<file path="config.mk">
export PLATFORM = sky130hd
export DESIGN_NAME = yfr_emit_seq
export DESIGN_NICKNAME = d
export VERILOG_FILES = /design/src/design/yfr_pkg.sv /design/src/design/yfr_emit_seq.sv
export SDC_FILE = /design/constraint.sdc
export NUM_CORES = 1
export LEC_CHECK = 0
export BUFFER_PORTS_ARGS = -buffer_cell sky130_fd_sc_hd__buf_2
export CAP_MARGIN = 20
export CELL_PAD_IN_SITES_DETAIL_PLACEMENT = 1
export CELL_PAD_IN_SITES_GLOBAL_PLACEMENT = 2
export CORE_UTILIZATION = 40
export CTS_CLUSTER_DIAMETER = 80
export DETAILED_ROUTE_END_ITERATION = 12
export PLACE_DENSITY = 0.78
export SYNTH_ARGS = -nofsm -noshare
export SYNTH_HDL_FRONTEND = slang
export SYNTH_SLANG_ARGS = --single-unit
</file>
<file path="constraint.sdc">
create_clock -name clk_i -period 3.95 [get_ports clk_i]
set_input_delay 0.1975 -clock clk_i [delete_from_list [all_inputs] [get_ports clk_i]]
set_output_delay 0.1975 -clock clk_i [all_outputs]
set_load 0.02 [all_outputs]
</file>
<file path="src/design/yfr_pkg.sv">
package yfr_pkg;

  localparam int DIM_W  = 10;
  localparam int BYTE_W = 8;
  localparam int CIDX_W = 2;

  localparam logic OP_STORE = 1'b0;
  localparam logic OP_EMIT  = 1'b1;

  localparam logic [CIDX_W-1:0] CFG_WIDTH  = 2'd0;
  localparam logic [CIDX_W-1:0] CFG_HEIGHT = 2'd1;
  localparam logic [CIDX_W-1:0] CFG_MODE   = 2'd2;

  localparam int DIM_CAP = (1 << DIM_W) - 2;

  typedef enum logic [1:0] {
    MODE_PLANAR      = 2'd0,
    MODE_SEMI_FLIP   = 2'd1,
    MODE_SEMI_ROT270 = 2'd2
  } mode_e;

  typedef struct packed {
    logic settle;
    logic advance;
  } seq_ctl_t;

  function automatic logic [DIM_W-1:0] eff_dim(input logic [DIM_W-1:0] raw,
                                               input logic [DIM_W-1:0] lim);
    logic [DIM_W-1:0] v;
    v = {raw[DIM_W-1:1], 1'b0};
    if (v < DIM_W'(2)) v = DIM_W'(2);
    if (v > lim) v = lim;
    return v;
  endfunction

endpackage

</file>
<file path="src/design/yfr_emit_seq.sv">
module yfr_emit_seq #(
  parameter int ADDR_W = 19
) (
  input  logic                           clk_i,
  input  logic                           rst_ni,
  input  yfr_pkg::seq_ctl_t              ctl_i,
  input  yfr_pkg::mode_e                 mode_i,
  input  logic [yfr_pkg::DIM_W-1:0]      width_i,
  input  logic [yfr_pkg::DIM_W-1:0]      height_i,
  input  logic [ADDR_W-1:0]              size_i,
  output logic [ADDR_W-1:0]              rd_addr_o,
  output logic                           last_o,
  output logic [ADDR_W-1:0]              total_m1_o
);

  typedef enum logic [1:0] {
    REG_LUMA     = 2'd0,
    REG_CHROMA_U = 2'd1,
    REG_CHROMA_V = 2'd2
  } region_e;

  localparam logic [ADDR_W-1:0] ONE = ADDR_W'(1);
  localparam logic [ADDR_W-1:0] TWO = ADDR_W'(2);

  // frame geometry, refreshed in the settle cycle
  logic [ADDR_W-1:0] total_m1_q, size_m1_q, uend_m1_q;
  logic [ADDR_W-1:0] luma_start_q, c0_start_q, c1_start_q;
  logic [ADDR_W-1:0] luma_step_q, ceven_q, codd_q, crdec_q;
  logic [yfr_pkg::DIM_W-1:0] lrow_m1_q, crow_m1_q;
  logic planar_q;

  logic [ADDR_W-1:0] wa, wc, usize, total;
  logic [ADDR_W-1:0] total_m1_d, size_m1_d, uend_m1_d;
  logic [ADDR_W-1:0] luma_start_d, c0_start_d, c1_start_d;
  logic [ADDR_W-1:0] luma_step_d, ceven_d, codd_d, crdec_d;
  logic [yfr_pkg::DIM_W-1:0] lrow_m1_d, crow_m1_d;
  logic planar, rot;

  always_comb begin
    wa     = ADDR_W'(width_i);
    wc     = wa >> 1;
    usize  = size_i >> 2;
    total  = size_i + (size_i >> 1);
    planar = (mode_i == yfr_pkg::MODE_PLANAR);
    rot    = (mode_i == yfr_pkg::MODE_SEMI_ROT270);
    total_m1_d   = total - ONE;
    size_m1_d    = size_i - ONE;
    uend_m1_d    = size_i + usize - ONE;
    luma_start_d = rot ? (wa - ONE) : (size_i - ONE);
    luma_step_d  = rot ? wa : ('0 - wa);
    c1_start_d   = total - ONE;
    if (planar) begin
      c0_start_d = size_i + usize - ONE;
      ceven_d    = '0 - wc;
      codd_d     = '0 - wc;
      crdec_d    = ONE;
      crow_m1_d  = (height_i >> 1) - yfr_pkg::DIM_W'(1);
    end else begin
      c0_start_d = rot ? (size_i + wa - TWO) : (total - TWO);
      ceven_d    = ONE;
      codd_d     = rot ? (wa - ONE) : ('0 - wa - ONE);
      crdec_d    = TWO;
      crow_m1_d  = height_i - yfr_pkg::DIM_W'(1);
    end
    lrow_m1_d = height_i - yfr_pkg::DIM_W'(1);
  end

  always_ff @(posedge clk_i) begin
    if (ctl_i.settle) begin
      total_m1_q   <= total_m1_d;
      size_m1_q    <= size_m1_d;
      uend_m1_q    <= uend_m1_d;
      luma_start_q <= luma_start_d;
      c0_start_q   <= c0_start_d;
      c1_start_q   <= c1_start_d;
      luma_step_q  <= luma_step_d;
      ceven_q      <= ceven_d;
      codd_q       <= codd_d;
      crdec_q      <= crdec_d;
      lrow_m1_q    <= lrow_m1_d;
      crow_m1_q    <= crow_m1_d;
      planar_q     <= planar;
    end
  end

  // walk state
  logic [ADDR_W-1:0]         pos_q, addr_q, base_q;
  logic [yfr_pkg::DIM_W-1:0] col_q;
  region_e                   region_q;

  logic                      last, row_end, in_luma;
  logic [ADDR_W-1:0]         step, rdec, base_next;

  always_comb begin
    in_luma   = (region_q == REG_LUMA);
    last      = (pos_q == total_m1_q);
    row_end   = (col_q == (in_luma ? lrow_m1_q : crow_m1_q));
    step      = in_luma ? luma_step_q : (col_q[0] ? codd_q : ceven_q);
    rdec      = in_luma ? ONE : crdec_q;
    base_next = base_q - rdec;
  end

  always_ff @(posedge clk_i or negedge rst_ni) begin
    if (!rst_ni) begin
      pos_q    <= '0;
      col_q    <= '0;
      addr_q   <= '0;
      base_q   <= '0;
      region_q <= REG_LUMA;
    end else if (ctl_i.settle) begin
      pos_q    <= '0;
      col_q    <= '0;
      addr_q   <= luma_start_d;
      base_q   <= luma_start_d;
      region_q <= REG_LUMA;
    end else if (ctl_i.advance) begin
      priority if (last) begin
        pos_q    <= '0;
        col_q    <= '0;
        addr_q   <= luma_start_q;
        base_q   <= luma_start_q;
        region_q <= REG_LUMA;
      end else if (pos_q == size_m1_q) begin
        pos_q    <= pos_q + ONE;
        col_q    <= '0;
        addr_q   <= c0_start_q;
        base_q   <= c0_start_q;
        region_q <= REG_CHROMA_U;
      end else if (planar_q && pos_q == uend_m1_q) begin
        pos_q    <= pos_q + ONE;
        col_q    <= '0;
        addr_q   <= c1_start_q;
        base_q   <= c1_start_q;
        region_q <= REG_CHROMA_V;
      end else if (row_end) begin
        pos_q  <= pos_q + ONE;
        col_q  <= '0;
        addr_q <= base_next;
        base_q <= base_next;
      end else begin
        pos_q  <= pos_q + ONE;
        col_q  <= col_q + yfr_pkg::DIM_W'(1);
        addr_q <= addr_q + step;
      end
    end
  end

  assign rd_addr_o  = addr_q;
  assign last_o     = last;
  assign total_m1_o = total_m1_q;

  a_pos_in_frame: assert property (@(posedge clk_i) disable iff (!rst_ni)
    !ctl_i.settle |-> pos_q <= total_m1_q)
    else $error("emit position beyond frame");

  a_col_in_row: assert property (@(posedge clk_i) disable iff (!rst_ni)
    !ctl_i.settle |-> col_q <= (in_luma ? lrow_m1_q : crow_m1_q))
    else $error("emit column beyond row");

endmodule

</file>
==> results by group <==
Finish
  – Final design utilization: 0.460
  – Most frequent cells in the layout: nor2_1, edfxtp_1, nand2_1, xnor2_1, a21oi_1
  – Commonest non-fill, non-tap cell in the layout: nor2_1
  – Area growth, synth to finish: 12.5%
  – Final nets: 2098
  – Layout cell share with drive strength beyond 1: 0.116

Synth
  – Post-Syn Nets: 2006
  – Synth cell types: 84
  – Post-Synth Simple-Gate Area: 0.166
  – Post-synthesis register bit count: 218
  – Yosys Warn Count: 0
  – Number of flops mapped to enable cells by yosys: 149
  – Mux cell area share after synthesis: 0.0246
  – Sequential share of the synthesized area: 0.369
  – Asr flop ratio synth: 0.317
  – Syn Inst Count: 1829
  – Synth Area in Adders: 0.100
  – Avg Inst Size Synth: 9.19 µm²
  – Compound-Gate Fraction of Synth Area: 0.166
  – Top FF cell, synth: edfxtp_1
  – Post-Syn Area: 16800 µm²
  – Xor-xnor portion of the synthesized cell area: 0.125
  – Main combinational cell family by area after synthesis: simple AND/OR/NAND/NOR gates

STA
  – Total negative setup slack: 0 ps
  – Actual slew at the worst max-slew pin: 1060 ps
  – FMAX: 272 MHz
  – Final max-slew violation count: 0
  – Final hold vios: 0
  – Crit share post-route: 0.932
  – # setup viols final: 0
  – Max_slew headroom: 0.295
  – Post-route minimum period: 3680 ps
  – Clock skew: 27.4 ps
  – Final worst slack: 270 ps
  – RSZ-0062 raised after global routing: no
  – Fin Hold WS: 30.9 ps

Worst setup path
  – Startpoint types: flop
  – R2R Path Start: region_q[1]$_DFFE_PN0P_
  – Reg2reg setup slack: 270 ps
  – Reg2Reg Depth: 14
  – Family with the most delay on the worst path: compound AO/OA/AOI/OAI gates
  – Crit-path max FO: 11
  – WP data arrival: 4100 ps
  – Worst path bufs/invs: 2
  – Kind of critical path: flop to flop
  – Required time worst endpoint: 4370 ps
  – CP endpoint kind: flop
  – Worst R2R End: rd_addr_o[18]$_DFFE_PN0P_
  – CP max stage cell: dfrtp_1
  – CP peak stage delay: 410 ps
  – Cell chain of the critical path: nor2_2 -> buf_4 -> o21ai_0 -> buf_4 -> ha_1 -> nand3_1 -> o2111ai_1 -> nand4_1 -> a21oi_1 -> o311ai_0 -> a21oi_1 -> xor2_1 -> and3_1 -> nor3_1

Hold path
  – Worst hold path depth: 2
  – HP Start: height_i[9]
  – Min-Delay Endpoint: lrow_m1_q[9]$_DFFE_PP_
  – Worst Hold Class: input port to flop

Placed design
  – PortBufs: 83
  – Routability cong.: 0.880
  – Final HPWL DP: 43800 µm
  – Worst Setup Slack post-DPL: 130 ps

Power
  – Worst vdd ir: 288 µV
  – Static Leak: 7.97 nW
  – Pwr Density: 441 nW/µm²

Route
  – Wire per inst: 22.3 µm
  – Wire length on met2: 25700 µm
  – Post-DR vias/cell: 5.67
  – Final WL: 55100 µm
  – Initial drt markers: 880
  – M1 WL: 26600 µm
  – DR DRC count: 4
  – Initial DRT Pass Iterations: 12
  – Total number of vias: 14000
  – Routed Antenna Nets: 0
  – Metal3 WL: 1710 µm
  – Max Used Layer: met4

Clock tree
  – CTS tree: yes
  – Reg clk slew, reported paths: 60 ps
  – Total CTS buffers: 26
  – Root buf cell: clkbuf_16
  – Later-pin clock latency in the skew report: 560 ps
  – Clk buf depth: 3
  – Setup bufs post-CTS: 0
  – Sink Count: 218
  – H-tree levels: 1

Floorplanning
  – Chip width: 207 µm
  – Die area: 42800 µm²
  – I/O pin cnt: 84
  – Die Y: 207 µm
  – Row count: 74
  – Core Area: 41100 µm²
  – Starting Density: 0.409

Outcome
  – Status: finished, violations left
  – Failing checks: DRC

GRT
  – First-pass GRT wire length: 84500 µm
  – Vias in the first global route: 14300
  – Grt ovf: 0
  – Tot GR Track Use: 0.259
  – Initial antenna violation count: 0
  – Pin count of the biggest net entering global routing: 73

Run
  – Maxcap violations: 0
## worst max-delay path by stage
stage                             from                         to  cells past startpoint
2_1_floorplan  region_q[1]$_DFFE_PN0P_  rd_addr_o[18]$_DFFE_PN0P_                     15
3_3_place_gp                 size_i[1]   c0_start_q[11]$_DFFE_PP_                     16
3_5_place_dp                 size_i[1]   c0_start_q[11]$_DFFE_PP_                     16
4_1_cts        region_q[1]$_DFFE_PN0P_  rd_addr_o[18]$_DFFE_PN0P_                     13
5_1_grt        region_q[1]$_DFFE_PN0P_  rd_addr_o[18]$_DFFE_PN0P_                     14
6_report       region_q[1]$_DFFE_PN0P_  rd_addr_o[18]$_DFFE_PN0P_                     14
## state kept, by name, summed over array words and instances (netlist names), 11 cells and up
register      cells
base_q           19
c0_start_q       19
c1_start_q       18
codd_q           12
luma_start_q     19
luma_step_q      11
pos_q            19
rd_addr_o        19
size_m1_q        19
uend_m1_q        19
## metrics by stage
step / cell area, µm² / total power, mW / cells
floorplan: 16800 / 5.06 / 1829
global placement: 18000 / 6.03 / 2420
detailed placement: 18000 / 6.09 / 2420
CTS: 18900 / 8.39 / 2473
global route: 18900 / 8.78 / 2473
finish: 18900 / 8.34 / 2474
## cell type report
type / count / area, µm²
timing repair buffer: 157 / 992
sequential: 218 / 6200
antenna: 1 / 2.50
tap: 532 / 666
fill: 4782 / 22200
clock inverter: 15 / 98.8
clock buffer: 33 / 698
inverter: 124 / 465
multi-input combinational: 1394 / 9780
## where the power goes
group	leakage [nW]	switching (mW)	internal, mW
registers	2.33	0.305	2.83
logic	5.27	1.75	1.18
clock network	0.374	1.01	1.26
total	7.97	3.06	5.27
## cells by family after synthesis
family / Yosys count
buffers and inverters: 217
AOI/OAI and AO/OA: 413
xor gates and xnor gates: 239
muxes: 41
and+or+nand+nor: 569
adders and majority gates: 132
DFF: 218
## synthesized netlist by cell type, types with 22 or more instances
master,count,area (µm²)
a211oi_1,22,165
a21o_1,27,203
a21oi_1,130,651
clkbuf_1,62,233
dfrtp_1,69,1730
edfxtp_1,149,4470
ha_1,127,1590
inv_1,124,465
mux2i_1,39,390
nand2_1,138,518
nand3_1,55,275
nand4_1,23,144
nor2_1,169,634
nor3_1,48,240
nor4_1,22,138
o21ai_0,65,325
xnor2_1,136,1190
xor2_1,103,902
## routing by layer
layer  up-vias  track usage
met1      7007        0.368
met3        57       0.0171
li1       6713            -
met2       257        0.426
met5         -            0
met4         0       0.0647
## what timing repair did
item | in CTS | in global routing
gates resized for setup | 0 | 2
endpoints found under the setup margin | 0 | 1
hold buffers | 5 | 0
hold endpoints to repair | 73 | 0
Power figures use the tool's default switching activity.
